**config.mk**
```make
export PLATFORM = sky130hd
export DESIGN_NAME = fan_thermostat_controller
export DESIGN_NICKNAME = d
export VERILOG_FILES = /design/src/ftc_pkg.sv /design/src/fan_thermostat_controller.sv /design/src/ftc_cfg_regs.sv /design/src/ftc_duty.sv /design/src/ftc_step.sv
export SDC_FILE = /design/constraint.sdc
export NUM_CORES = 1
export LEC_CHECK = 0
export BUFFER_PORTS_ARGS = -buffer_cell sky130_fd_sc_hd__buf_2
export CAP_MARGIN = 20
export CORE_MARGIN = 4
export CORE_UTILIZATION = 52
export CTS_BUF_LIST = sky130_fd_sc_hd__clkbuf_4 sky130_fd_sc_hd__clkbuf_8
export CTS_CLUSTER_DIAMETER = 40
export CTS_CLUSTER_SIZE = 28
export DETAILED_ROUTE_END_ITERATION = 8
export PLACE_DENSITY = 0.71
export SLEW_MARGIN = 30
export SYNTH_ARGS = -nofsm -noshare
export SYNTH_HDL_FRONTEND = slang
export SYNTH_SLANG_ARGS = --single-unit
```
**constraint.sdc**
```tcl
create_clock -name clk -period 16.4 [get_ports clk]
set_input_delay 0.82 -clock clk [delete_from_list [all_inputs] [get_ports clk]]
set_output_delay 0.82 -clock clk [all_outputs]
set_load 0.005 [all_outputs]
```
**src/ftc_pkg.sv**
```systemverilog
package ftc_pkg;

  typedef enum logic [1:0] {
    ST_IDLE     = 2'd0,
    ST_FAN_ON   = 2'd1,
    ST_COOLDOWN = 2'd2
  } state_t;

  typedef struct packed {
    logic [31:0] on_limit_ms;
    logic [31:0] cool_len_ms;
  } cfg_t;

  // Register indexes (byte address = 4 * index)
  localparam logic [1:0] REG_FAN_ON_TIME   = 2'd0;
  localparam logic [1:0] REG_COOLDOWN_TIME = 2'd1;
  localparam logic [1:0] REG_DEFAULT_PCT   = 2'd2;

  localparam logic [31:0] FAN_ON_TIME_RST   = 32'd60000;
  localparam logic [31:0] COOLDOWN_TIME_RST = 32'd30000;
  localparam logic [6:0]  DEFAULT_PCT_RST   = 7'd50;

  localparam logic [7:0]  PCT_MIN = 8'd30;
  localparam logic [7:0]  PCT_MAX = 8'd100;

  // floor(p * 3199 / 100) == (p * CMP_RECIP) >> CMP_SHIFT for all 8-bit p
  localparam logic [21:0] CMP_RECIP = 22'd2096497;
  localparam int          CMP_SHIFT = 16;

endpackage

```
**src/fan_thermostat_controller.sv**
```systemverilog
// Channel   Dir  Beat contents
// in_       in   tuser: mode; tdata: now_ms, temperature, setpoint, new_percent
// out_      out  tuser: compare_write; tdata: ctrl_state, duty_percent, compare_value
// cfg_      in   APB registers: fan-on limit, cooldown length, default duty
//
// One beat per cycle sustained while out_tready is high. An accepted beat
// passes through the input register, one pass of update logic and the result
// register before it reaches out_. Reset (rst_n low, synchronous) empties both
// registers and returns the controller to idle with duty 50. A stalled out_
// holds its beat while the input register still takes one more beat.
module fan_thermostat_controller (
  input  logic        clk,
  input  logic        rst_n,
  input  logic        in_tvalid,
  output logic        in_tready,
  input  logic [71:0] in_tdata,  // now_ms, temperature, setpoint, new_percent
  input  logic        in_tuser,  // mode
  output logic        out_tvalid,
  input  logic        out_tready,
  output logic [23:0] out_tdata, // ctrl_state, duty_percent, compare_value, pad
  output logic        out_tuser, // compare_write
  input  logic        cfg_psel,
  input  logic        cfg_penable,
  input  logic        cfg_pwrite,
  input  logic [3:0]  cfg_paddr,
  input  logic [31:0] cfg_pwdata,
  output logic [31:0] cfg_prdata,
  output logic        cfg_pready
);

  ftc_pkg::cfg_t cfg;

  logic               in_valid_r;
  logic               mode_r;
  logic [31:0]        now_r;
  logic signed [15:0] temp_r;
  logic signed [15:0] setp_r;
  logic [7:0]         newp_r;

  logic               out_valid_r;
  logic [1:0]         state_out_r;
  logic [7:0]         duty_out_r;
  logic               cmp_wr_out_r;
  logic [12:0]        cmp_val_out_r;

  logic               advance;
  ftc_pkg::state_t    st_state;
  logic [7:0]         st_duty;
  logic               st_cmp_wr;
  logic [12:0]        st_cmp_val;

  ftc_cfg_regs u_cfg_regs (
    .clk         (clk),
    .rst_n       (rst_n),
    .cfg_psel    (cfg_psel),
    .cfg_penable (cfg_penable),
    .cfg_pwrite  (cfg_pwrite),
    .cfg_paddr   (cfg_paddr),
    .cfg_pwdata  (cfg_pwdata),
    .cfg_prdata  (cfg_prdata),
    .cfg_pready  (cfg_pready),
    .cfg         (cfg)
  );

  assign advance   = in_valid_r & (~out_valid_r | out_tready);
  assign in_tready = ~in_valid_r | advance;

  ftc_step u_step (
    .clk           (clk),
    .rst_n         (rst_n),
    .fire          (advance),
    .cfg           (cfg),
    .mode          (mode_r),
    .now_ms        (now_r),
    .temperature   (temp_r),
    .setpoint      (setp_r),
    .new_percent   (newp_r),
    .ctrl_state    (st_state),
    .duty_percent  (st_duty),
    .compare_write (st_cmp_wr),
    .compare_value (st_cmp_val)
  );

  always_ff @(posedge clk) begin
    if (!rst_n) begin
      in_valid_r <= 1'b0;
    end else if (in_tready) begin
      in_valid_r <= in_tvalid;
    end
  end

  always_ff @(posedge clk) begin
    if (in_tvalid && in_tready) begin
      mode_r <= in_tuser;
      now_r  <= in_tdata[31:0];
      temp_r <= in_tdata[47:32];
      setp_r <= in_tdata[63:48];
      newp_r <= in_tdata[71:64];
    end
  end

  always_ff @(posedge clk) begin
    if (!rst_n) begin
      out_valid_r <= 1'b0;
    end else if (advance) begin
      out_valid_r <= 1'b1;
    end else if (out_tready) begin
      out_valid_r <= 1'b0;
    end
  end

  always_ff @(posedge clk) begin
    if (advance) begin
      state_out_r   <= st_state;
      duty_out_r    <= st_duty;
      cmp_wr_out_r  <= st_cmp_wr;
      cmp_val_out_r <= st_cmp_val;
    end
  end

  assign out_tvalid = out_valid_r;
  assign out_tuser  = cmp_wr_out_r;
  assign out_tdata  = {1'b0, cmp_val_out_r, duty_out_r, state_out_r};

endmodule

```
**src/ftc_cfg_regs.sv**
```systemverilog
module ftc_cfg_regs (
  input  logic               clk,
  input  logic               rst_n,
  input  logic               cfg_psel,
  input  logic               cfg_penable,
  input  logic               cfg_pwrite,
  input  logic [3:0]         cfg_paddr,
  input  logic [31:0]        cfg_pwdata,
  output logic [31:0]        cfg_prdata,
  output logic               cfg_pready,
  output ftc_pkg::cfg_t      cfg
);

  logic [31:0] fan_on_time_r;
  logic [31:0] cooldown_time_r;
  logic [6:0]  default_pct_r;
  logic        wr_en;
  logic [1:0]  reg_idx;

  assign cfg_pready = 1'b1;
  assign wr_en      = cfg_psel & cfg_penable & cfg_pwrite & cfg_pready;
  assign reg_idx    = cfg_paddr[3:2];

  always_ff @(posedge clk) begin
    if (!rst_n) begin
      fan_on_time_r   <= ftc_pkg::FAN_ON_TIME_RST;
      cooldown_time_r <= ftc_pkg::COOLDOWN_TIME_RST;
      default_pct_r   <= ftc_pkg::DEFAULT_PCT_RST;
    end else if (wr_en) begin
      case (reg_idx)
        ftc_pkg::REG_FAN_ON_TIME:   fan_on_time_r   <= cfg_pwdata;
        ftc_pkg::REG_COOLDOWN_TIME: cooldown_time_r <= cfg_pwdata;
        ftc_pkg::REG_DEFAULT_PCT:   default_pct_r   <= cfg_pwdata[6:0];
        default: ;
      endcase
    end
  end

  always_comb begin
    case (reg_idx)
      ftc_pkg::REG_FAN_ON_TIME:   cfg_prdata = fan_on_time_r;
      ftc_pkg::REG_COOLDOWN_TIME: cfg_prdata = cooldown_time_r;
      ftc_pkg::REG_DEFAULT_PCT:   cfg_prdata = {25'd0, default_pct_r};
      default:                    cfg_prdata = 32'd0;
    endcase
  end

  assign cfg.on_limit_ms = fan_on_time_r;
  assign cfg.cool_len_ms = cooldown_time_r;

endmodule

```
**src/ftc_duty.sv**
```systemverilog
module ftc_duty (
  input  logic signed [15:0] temperature,
  input  logic signed [15:0] setpoint,
  output logic [7:0]         percent
);

  logic signed [16:0] diff;
  logic [15:0]        d;
  logic [18:0]        d_x5;
  logic [16:0]        raw;

  // only used while temperature > setpoint, so diff fits 16 bits unsigned
  assign diff = {temperature[15], temperature} - {setpoint[15], setpoint};
  assign d    = diff[15:0];
  assign d_x5 = {1'b0, d, 2'b00} + {3'b000, d};
  assign raw  = d_x5[18:2];

  always_comb begin
    if (raw < {9'd0, ftc_pkg::PCT_MIN}) begin
      percent = ftc_pkg::PCT_MIN;
    end else if (raw > {9'd0, ftc_pkg::PCT_MAX}) begin
      percent = ftc_pkg::PCT_MAX;
    end else begin
      percent = raw[7:0];
    end
  end

endmodule

```
**src/ftc_step.sv**
```systemverilog
module ftc_step (
  input  logic               clk,
  input  logic               rst_n,
  input  logic               fire,
  input  ftc_pkg::cfg_t      cfg,
  input  logic               mode,
  input  logic [31:0]        now_ms,
  input  logic signed [15:0] temperature,
  input  logic signed [15:0] setpoint,
  input  logic [7:0]         new_percent,
  output ftc_pkg::state_t    ctrl_state,
  output logic [7:0]         duty_percent,
  output logic               compare_write,
  output logic [12:0]        compare_value
);

  ftc_pkg::state_t state_r, state_nxt;
  logic [31:0]     phase_start_r, phase_start_nxt;
  logic [7:0]      pct_r, pct_nxt;

  logic [7:0]  calc_pct;
  logic [31:0] elapsed;
  logic        temp_above;
  logic        cmp_use;
  logic [7:0]  cmp_src;
  logic [29:0] cmp_prod;

  ftc_duty u_duty (
    .temperature (temperature),
    .setpoint    (setpoint),
    .percent     (calc_pct)
  );

  assign elapsed    = now_ms - phase_start_r;
  assign temp_above = temperature > setpoint;

  always_comb begin
    state_nxt       = state_r;
    phase_start_nxt = phase_start_r;
    pct_nxt         = pct_r;
    compare_write   = 1'b0;
    cmp_use         = 1'b0;
    if (mode) begin
      pct_nxt = new_percent;
      if (state_r == ftc_pkg::ST_FAN_ON) begin
        compare_write = 1'b1;
        cmp_use       = 1'b1;
      end
    end else begin
      case (state_r)
        ftc_pkg::ST_FAN_ON: begin
          compare_write = 1'b1;
          if (!temp_above) begin
            state_nxt = ftc_pkg::ST_IDLE;
          end else if (elapsed >= cfg.on_limit_ms) begin
            state_nxt       = ftc_pkg::ST_COOLDOWN;
            phase_start_nxt = now_ms;
          end else begin
            pct_nxt = calc_pct;
            cmp_use = 1'b1;
          end
        end
        ftc_pkg::ST_COOLDOWN: begin
          if (elapsed >= cfg.cool_len_ms) state_nxt = ftc_pkg::ST_IDLE;
        end
        default: begin
          // idle, and the unused code treated as idle
          state_nxt = ftc_pkg::ST_IDLE;
          if (temp_above) begin
            state_nxt       = ftc_pkg::ST_FAN_ON;
            phase_start_nxt = now_ms;
            pct_nxt         = calc_pct;
            compare_write   = 1'b1;
            cmp_use         = 1'b1;
          end
        end
      endcase
    end
  end

  // cmp_src is either the set value or the computed duty
  assign cmp_src  = mode ? new_percent : calc_pct;
  assign cmp_prod = {22'd0, cmp_src} * {8'd0, ftc_pkg::CMP_RECIP};
  assign compare_value = cmp_use ? cmp_prod[ftc_pkg::CMP_SHIFT +: 13] : 13'd0;

  assign ctrl_state   = state_nxt;
  assign duty_percent = pct_nxt;

  always_ff @(posedge clk) begin
    if (!rst_n) begin
      state_r       <= ftc_pkg::ST_IDLE;
      phase_start_r <= 32'd0;
      pct_r         <= {1'b0, ftc_pkg::DEFAULT_PCT_RST};
    end else if (fire) begin
      state_r       <= state_nxt;
      phase_start_r <= phase_start_nxt;
      pct_r         <= pct_nxt;
    end
  end

endmodule

```
### Word level (Yosys, flattened, before mapping)

Index checks and enable logic that the tools add are counted.

* flip-flop bits (word level): 212
* input port bits: 116
* output and inout port bits: 60
* word-level logic and storage cells: 76

* $add $sub $neg: 3
* multiply operators: 1
* $lt $le $gt $ge: 5
* equal/unequal tests: 5
* muxes and demuxes: 29
* bitwise operators: 9
* reductions and logical operators: 7

Operators by type and width (count)
* two-way mux 32 bit: 3
* case mux 32 bit (3 select lines): 1
* >= comparator 32 bit: 2
* case mux 32 bit (2 select lines): 1
* two-way mux 8 bit: 7
* subtractor 32 bit: 1
* multiplier 8 x 21 -> 29 bit, second input constant: 1
* adder 18 x 16 -> 19 bit: 1
* greater-than comparator 17 x 7 -> 1 bit, second input constant: 1
* less-than comparator 17 x 5 -> 1 bit, second input constant: 1
* greater-than comparator 16 bit: 1
* case mux 8 bit (2 select lines): 1
* subtractor 16 bit: 1
* two-way mux 1 bit: 9
* two-way mux 2 bit: 4
* AND reduction 2 bit: 3
* AND reduction 5 bit: 1
* == test 2 x 1 -> 1 bit, second input constant: 2
* == test 2 bit, second input constant: 2
* NOT 1 bit: 4
* case mux 1 bit (2 select lines): 2
* case mux 2 bit (2 select lines): 1
* AND 1 bit: 3
* zero test 2 bit: 1
* 4 further kinds: 5

### Logic depth before layout (Yosys ltp)

Gate-level depths: netlist (run 1).

* word-level depth: 9
* depth in mapped cells: 45
* depth with buffers taken out: 44

### By module

A second synthesis (run 1) with hierarchy kept.

* cell total of the unflattened synthesis: 1732
* area total of the unflattened synthesis: 16424.5 µm²

By module, submodules not included
* ftc_step: instances 1, cells an instance 985, area an instance 8022.7 µm²
* ftc_cfg_regs: instances 1, cells an instance 364, area an instance 3328.2 µm²
* fan_thermostat_controller: instances 1, cells an instance 108, area an instance 3027.9 µm²
* ftc_duty: instances 1, cells an instance 275, area an instance 2045.7 µm²

### Worst setup path before layout (run 1)

OpenSTA, ideal clock, no wires.

* path kind: register -> register
* start: register temp_r[4]
* end: register cmp_val_out_r[12] (data pin)
* arrival: 9630 ps
* data required time: 16253 ps
* setup slack: 6623 ps
* stages on the path, launching flop included: 43
* clock period less this slack: 9777 ps
* cell sequence: edfxtp_1 ha_1 a21o_1 or3_4 o21a_1 buf_6 a221o_1 a21o_1 a21oi_1 xnor2_1 ha_1 clkbuf_1 o21a_1 o21ai_0 and2_1 a31oi_1 or4_1 a21oi_4 [7 not listed] inv_1 fa_1 inv_1 fa_1 inv_1 ha_1 and3_1 and3_1 and3_1 inv_1 o41ai_1 o211ai_1 a2111oi_0 nand3_1 nand3b_1 a31oi_1 or3_1 a21oi_1

* longest elaborated chain between the ends: 7

RTL lines
* start: declaration: RTL line fan_thermostat_controller.sv:36 `logic signed [15:0] temp_r;`
* start signal: assignment: RTL line fan_thermostat_controller.sv:96 `temp_r <= in_tdata[47:32];`
* subtractor 16 bit: RTL line ftc_duty.sv:13 `assign diff = {temperature[15], temperature} - {setpoint[15], setpoint};`
* adder 18 x 16 -> 19 bit: RTL line ftc_duty.sv:15 `assign d_x5 = {1'b0, d, 2'b00} + {3'b000, d};`
* greater-than comparator 17 x 7 -> 1 bit: RTL line ftc_duty.sv:21 `end else if (raw > {9'd0, ftc_pkg::PCT_MAX}) begin`
* two-way mux 8 bit: RTL line ftc_duty.sv:21
* two-way mux 8 bit: RTL line ftc_duty.sv:19 `if (raw < {9'd0, ftc_pkg::PCT_MIN}) begin`
* two-way mux 8 bit: RTL line ftc_step.sv:82 `assign cmp_src = mode ? new_percent : calc_pct;`
* multiplier 8 x 21 -> 29 bit: RTL line ftc_step.sv:83 `assign cmp_prod = {22'd0, cmp_src} * {8'd0, ftc_pkg::CMP_RECIP};`
* end signal: assignment: RTL line fan_thermostat_controller.sv:117 `cmp_val_out_r <= st_cmp_val;`
* end: declaration: RTL line fan_thermostat_controller.sv:44 `logic [12:0] cmp_val_out_r;`

Parallel ways exist; a longest one is shown, timed or not.
A chain may end at the register's enable or synchronous reset.

### Worst setup path after layout (run 1)

* start: register temp_r[2]
* end: register cmp_val_out_r[11] (data pin)

Same word-level chain as after synthesis.

==> results.toml, run 1 <==
[placed_design]
dp_hpwl_um = 28710
gp_congestion = 0.9346
port_buffers = 171
pre_cts_slack_ps = 5054

[sta]
period_share_pct = 70.08
max_slew_margin_pct = 37.28
rsz0062_at_grt = "no"
setup_viol = 0
worst_slew_pin_slew_ps = 917.1
setup_ws_ps = 4908
drv_slew = 0
hold_viol_final = 0
finClkSkew_ps = 32.73
setup_tns_ps = 0
post-route-min-period_ps = 11490
max_freq_ghz = 0.08701

[cells_and_area]
final_common_cell = "inv_1"
utilization_pct = 59.92
n_fill_cell = 2658
final_cell_mix = "inv_1 (224), nand2_1 (180), ha_1 (177)"
drive_above_1_share_pct = 14.26
nets = 2255
syn2layout_area_growth_pct = 12.80

[critical_path]
end_kind = "register"
worstReg2RegStart = "temp_r[2]"
path_class = "reg -> reg"
cp_slowest_cell = "fa_1"
path_common_cell = "inv_1"
cp-startpoint = "temp_r[2]"
critPathMaxFanout = 8
worst_setup_path_start_kind = "register"
worst_ep_required_time_ps = 16720
cpPeakStageDelay_ps = 590
critPathArrivalTime_ps = 11810

[run_status]
status = "completed"

[die]
initial_core_util_pct = 53.12
fp-row-count = 63
die_w_um = 182.7
design.core.area_um2 = 29870
die_h_um = 182.7
die-area_um2 = 33380
boundaryPins = 176

[logic_synthesis]
async_flop_share_pct = 0
yosys.area.top_type = "edfxtp_1"
ys_ff_latch = 212
yosys-top-cells-area = "edfxtp_1 (18%), dfxtp_1 (15%), ha_1 (14%)"
synthFlopType = "dfxtp_1"
synthCells = 1749
synth_edf_count = 97
syn-mean-instance-area_um2 = 9.074
ys_types = 84
synth_top_area_share_pct = 18.35
ys_seq_area_share_pct = 32.86
yosys_warnings = 0
syn_area_um2 = 15870
postSynthNetCount = 2091

[clocking]
clock_sinks = 212
cts.htree.levels = 2
cts_tree = "done"
clockBufferDepth = 3
cts_setup_buffers = 0
insertion_delay_ps = 530
cts_resized = 0
cts-buffers-inserted = 38
cts-root-buf = "clkbuf_8"
clk_pin_slew_ps = 70
cts_hold_buf = 0

[power]
p_sw_mw = 0.8294
p_clk_share_pct = 24.8
power_mw = 2.129
seqPwrFrac_pct = 28.3
p_int_mw = 1.299
power.ir.vdd_worst_mv = 0.07455
power.leakage_nw = 7.951
comb_power_share_pct = 46.9
power_density_nw_per_um2 = 118.9
switching_share_pct = 38.96

[hold_path]
min-delay-start = "u_step.pct_r[0]"
hp-class = "reg -> reg"

[routing]
vias_per_cell = 5.461
wl_per_cell_um = 16.03
routed_wl_um = 37420
drt_iter0_markers = 659
drt_pre_antenna_iters = 5
final_antenna_net_count = 0
remaining_drc_errors = 0
via_count = 12750

[global_routing]
grt_max_degree = 117
grt_antenna_before_repair = 5
grt.overflow.total = 0
grt_pass1_vias = 12290
grtUsageTotal_pct = 22.01
grt_pass1_wl_um = 60870

[run]
cap_violations = 0
-- synth_stat cells, drive strengths merged, types with 22 or more instances --
master,instances
clkbuf,51
mux2i,71
edfxtp,97
nand3,23
dfxtp,115
a21o,49
nand2b,22
a21boi,61
nand2,181
a21oi,88
nor2,116
xnor2,45
inv,225
nor2b,57
o21ai,60
ha,177
fa,49
o211ai,33
-- worst max-delay path, delay by kind of cell, from the launching register on --
family          cells  cell delay [ps]
compound gates     13             3900
fa+ha+maj           8             3590
buf+inv             7              770
flops               1              370
simple gates       12             2630
-- state kept, by name, indices dropped and copies added (netlist names), 2 cells and up --
signal / cells
duty_out_r: 8
u_step.state_r: 2
state_out_r: 2
temp_r: 16
u_cfg_regs.fan_on_time_r: 32
u_step.phase_start_r: 32
setp_r: 16
newp_r: 8
u_cfg_regs.cooldown_time_r: 32
cmp_val_out_r: 13
u_cfg_regs.default_pct_r: 7
now_r: 32
u_step.pct_r: 8
-- through the flow --
step,cells,hold slack (ps),cell area (µm²)
after detailed placement,2263,447.2,17080
after global routing,2333,423.3,17900
after global placement,2263,443.5,17070
after CTS,2332,423.1,17890
final,2335,457.2,17900
after floorplan,1749,435.5,15870
-- metal layers --
metal	part of all wire (%)	global-route usage (%)	vias to the layer above
met1	47	31.56	5899
met5	0.072	0	-
met3	6.4	3.468	77
li1	-	-	6404
met2	43	34.32	368
met4	3.0	7.055	4
-- power by group through the flow --
stage | sequential (mW) | clock (mW) | combinational (mW)
after global routing | 0.605 | 0.567 | 1.13
after detailed placement | 0.614 | 0 | 0.987
final | 0.602 | 0.527 | 0.999
after floorplan | 0.612 | 0 | 0.776
after CTS | 0.602 | 0.543 | 0.994
after global placement | 0.613 | 0 | 0.963
-- final cells by class --
cell class / instances / area, µm² / share of cell area (%)
antenna: 3 / 7.507 / 0.04193
multi-input combinational: 1255 / 9595 / 53.60
sequential: 212 / 5215 / 29.13
timing repair buffer: 181 / 934.6 / 5.221
tap: 390 / 488.0 / 2.726
clock buffer: 46 / 589.3 / 3.292
inverter: 225 / 844.6 / 4.718
clock inverter: 23 / 227.7 / 1.272
-- final timing paths --
path         cells after the start  slack (ps)           endpoint
max                             40        4910  cmp_val_out_r[11]
min                              2         460    u_step.pct_r[0]
min reg2reg                      2         460    u_step.pct_r[0]
max reg2reg                     40        4910  cmp_val_out_r[11]
-- kinds of logic after synthesis --
kind of cell	count (synthesis)	share of synthesized area, %
and+or+nand+nor	494	14.86
AOI/OAI and AO/OA	397	16.99
other	2	0.04732
adders and majority gates	228	20.27
muxes	75	4.904
DFF	212	32.86
xor gates and xnor gates	59	3.303
buffers and inverters	282	6.764
Note: power is estimated with default switching activity, not from simulation.
==> run 2, diff against run 1 <==
ABC_AREA = 1   (was default)
clock period = 11.95 ns   (was 16.4 ns; I/O delays follow)
==> run 2 against run 1 <==
Net effect: cell area shrank 2.7%; critical endpoint is now cmp_val_out_r[12]; clock power grew 30%; first-iteration DRC count increased by 26%; largest cell class unchanged; sequential power rose by 40%; non-clock buffer count down 3; critical path depth unchanged; wire length increased by 1.4%; highest routed layer unchanged; combinational power rose by 68%; die area fell by 2.5%; clock skew grew 2.3 ps.
==> results.toml, run 2 <==
[run_status]
status = "completed"

[critical_path]
critPathArrivalTime_ps = 9040
cpPeakStageDelay_ps = 780
path_class = "reg -> reg"
end_kind = "register"
critPathMaxFanout = 7
path_common_cell = "nand2_1"
worst_ep_required_time_ps = 12240
worst_setup_path_start_kind = "register"
cp_slowest_cell = "fa_1"

[routing]
final_antenna_net_count = 0
drt_iter0_markers = 831
via_count = 13350
remaining_drc_errors = 0
routed_wl_um = 37950
wl_per_cell_um = 15.14
vias_per_cell = 5.329
drt_pre_antenna_iters = 5

[power]
power_mw = 3.200
power.ir.vdd_worst_mv = 0.1447
power_density_nw_per_um2 = 183.6
comb_power_share_pct = 52.4
seqPwrFrac_pct = 26.3
p_int_mw = 1.794
power.leakage_nw = 8.212
p_clk_share_pct = 21.3
switching_share_pct = 43.94
p_sw_mw = 1.406

[logic_synthesis]
syn_area_um2 = 15450
synthCells = 1925
yosys-top-cells-area = "edfxtp_1 (19%), dfxtp_1 (15%), ha_1 (14%)"
async_flop_share_pct = 0
syn-mean-instance-area_um2 = 8.026
synthFlopType = "dfxtp_1"
synth_common_cells = "inv_1 (344), nand2_1 (316), a21oi_1 (200)"
synth_edf_count = 97
yosysMostFrequentCell = "inv_1"
yosys.area.top_type = "edfxtp_1"
postSynthNetCount = 2267
ys_seq_area_share_pct = 33.75
synth_top_area_share_pct = 18.85
ys_types = 54
yosys_warnings = 0
ys_ff_latch = 212

[clocking]
insertion_delay_ps = 560
clk_pin_slew_ps = 60
cts-buffers-inserted = 35
clock_sinks = 212
cts-root-buf = "clkbuf_8"
cts_tree = "done"
cts_resized = 0
cts_hold_buf = 0
cts.htree.levels = 2
cts_setup_buffers = 0
clockBufferDepth = 3

[global_routing]
grtUsageTotal_pct = 22.91
grt_pass1_vias = 12950
grt_pass1_wl_um = 62620
grt_antenna_before_repair = 9
grt_max_degree = 112
grt.overflow.total = 0

[die]
die_h_um = 180.4
fp-row-count = 62
initial_core_util_pct = 53.25
die-area_um2 = 32530
boundaryPins = 176
die_w_um = 180.4
design.core.area_um2 = 29010

[sta]
period_share_pct = 73.22
fin_hold_ws_ps = 212.2
setup_viol = 0
setup_tns_ps = 0
rsz0062_at_grt = "no"
post-route-min-period_ps = 8750
finClkSkew_ps = 35.06
max_freq_ghz = 0.1143
drv_slew = 0
max_slew_margin_pct = 38.54
hold_viol_final = 0
worst_slew_pin_slew_ps = 912.2

[cells_and_area]
nets = 2436
drive_above_1_share_pct = 13.77
final_cell_mix = "inv_1 (343), nand2_1 (315), a21oi_1 (199)"
final_common_cell = "inv_1"
syn2layout_area_growth_pct = 12.80
final_cells = 2506

[run]
cap_violations = 0

[placed_design]
port_buffers = 171
dp_hpwl_um = 29360
dp_cells = 2441
gp_congestion = 0.8734

[hold_path]
hp-class = "in -> reg"
-- run 2: path summary, 6_finish.rpt --
kind | start | end | slack [ps] | depth (start not counted)
setup / recovery | setp_r[0] | cmp_val_out_r[12] | 3200 | 40
hold / removal | in_tdata[63] | setp_r[15] | 210 | 1
setup reg to reg | setp_r[0] | cmp_val_out_r[12] | 3200 | 40
hold reg to reg | u_step.phase_start_r[12] | u_step.phase_start_r[12] | 460 | 2
-- run 2: cell type report --
| type | instances | area [µm²] |
|---|---|---|
| clock inverter | 20 | 195.2 |
| fill | 2647 | 11590 |
| tap | 384 | 480.5 |
| sequential | 212 | 5215 |
| antenna | 2 | 5.005 |
| timing repair buffer | 178 | 912.1 |
| multi-input combinational | 1320 | 8761 |
| clock buffer | 43 | 554.3 |
| inverter | 347 | 1304 |
-- run 2: cell families after synthesis --
family	synth area share (%)
flops	33.75
other cells	0.04861
xor+xnor	2.608
simple gates	15.96
buf+inv	9.645
fa+ha+maj	20.68
compound gates	17.30
-- run 2: layer usage --
metal  global-route usage [%]  wire length [µm]  up-vias
met5                        0               100        -
met3                    5.067              2545       71
li1                         -                 -     6794
met1                    29.98             16870     6142
met4                    5.838               838       14
met2                    38.74             17590      333
-- run 2: critical path: cells and delay by family, from the launching register on --
kind,cells,cell delay (ps)
AO/OA/AOI/OAI,7,1570
XOR/XNOR,1,150
adder cells (fa/ha/maj),8,3790
buffers and inverters,5,600
flip-flops,1,360
AND/OR/NAND/NOR,19,1980
-- run 2: through the flow --
step	area, µm²	setup slack, ps	util [%]
global route	17430	2436	60.07
floorplan	15450	4300	-
global placement	16650	3372	57.40
detailed placement	16670	3212	57.45
finish	17430	3200	60.07
CTS	17420	3165	60.04
-- run 2: power by group through the flow --
stage               Clock [mW]  Sequential (mW)  Combinational (mW)
CTS                      0.702            0.841                1.67
global placement             0            0.856                1.64
detailed placement           0            0.857                1.67
global route             0.742            0.846                1.95
floorplan                    0            0.857                1.26
finish                   0.683            0.841                1.68
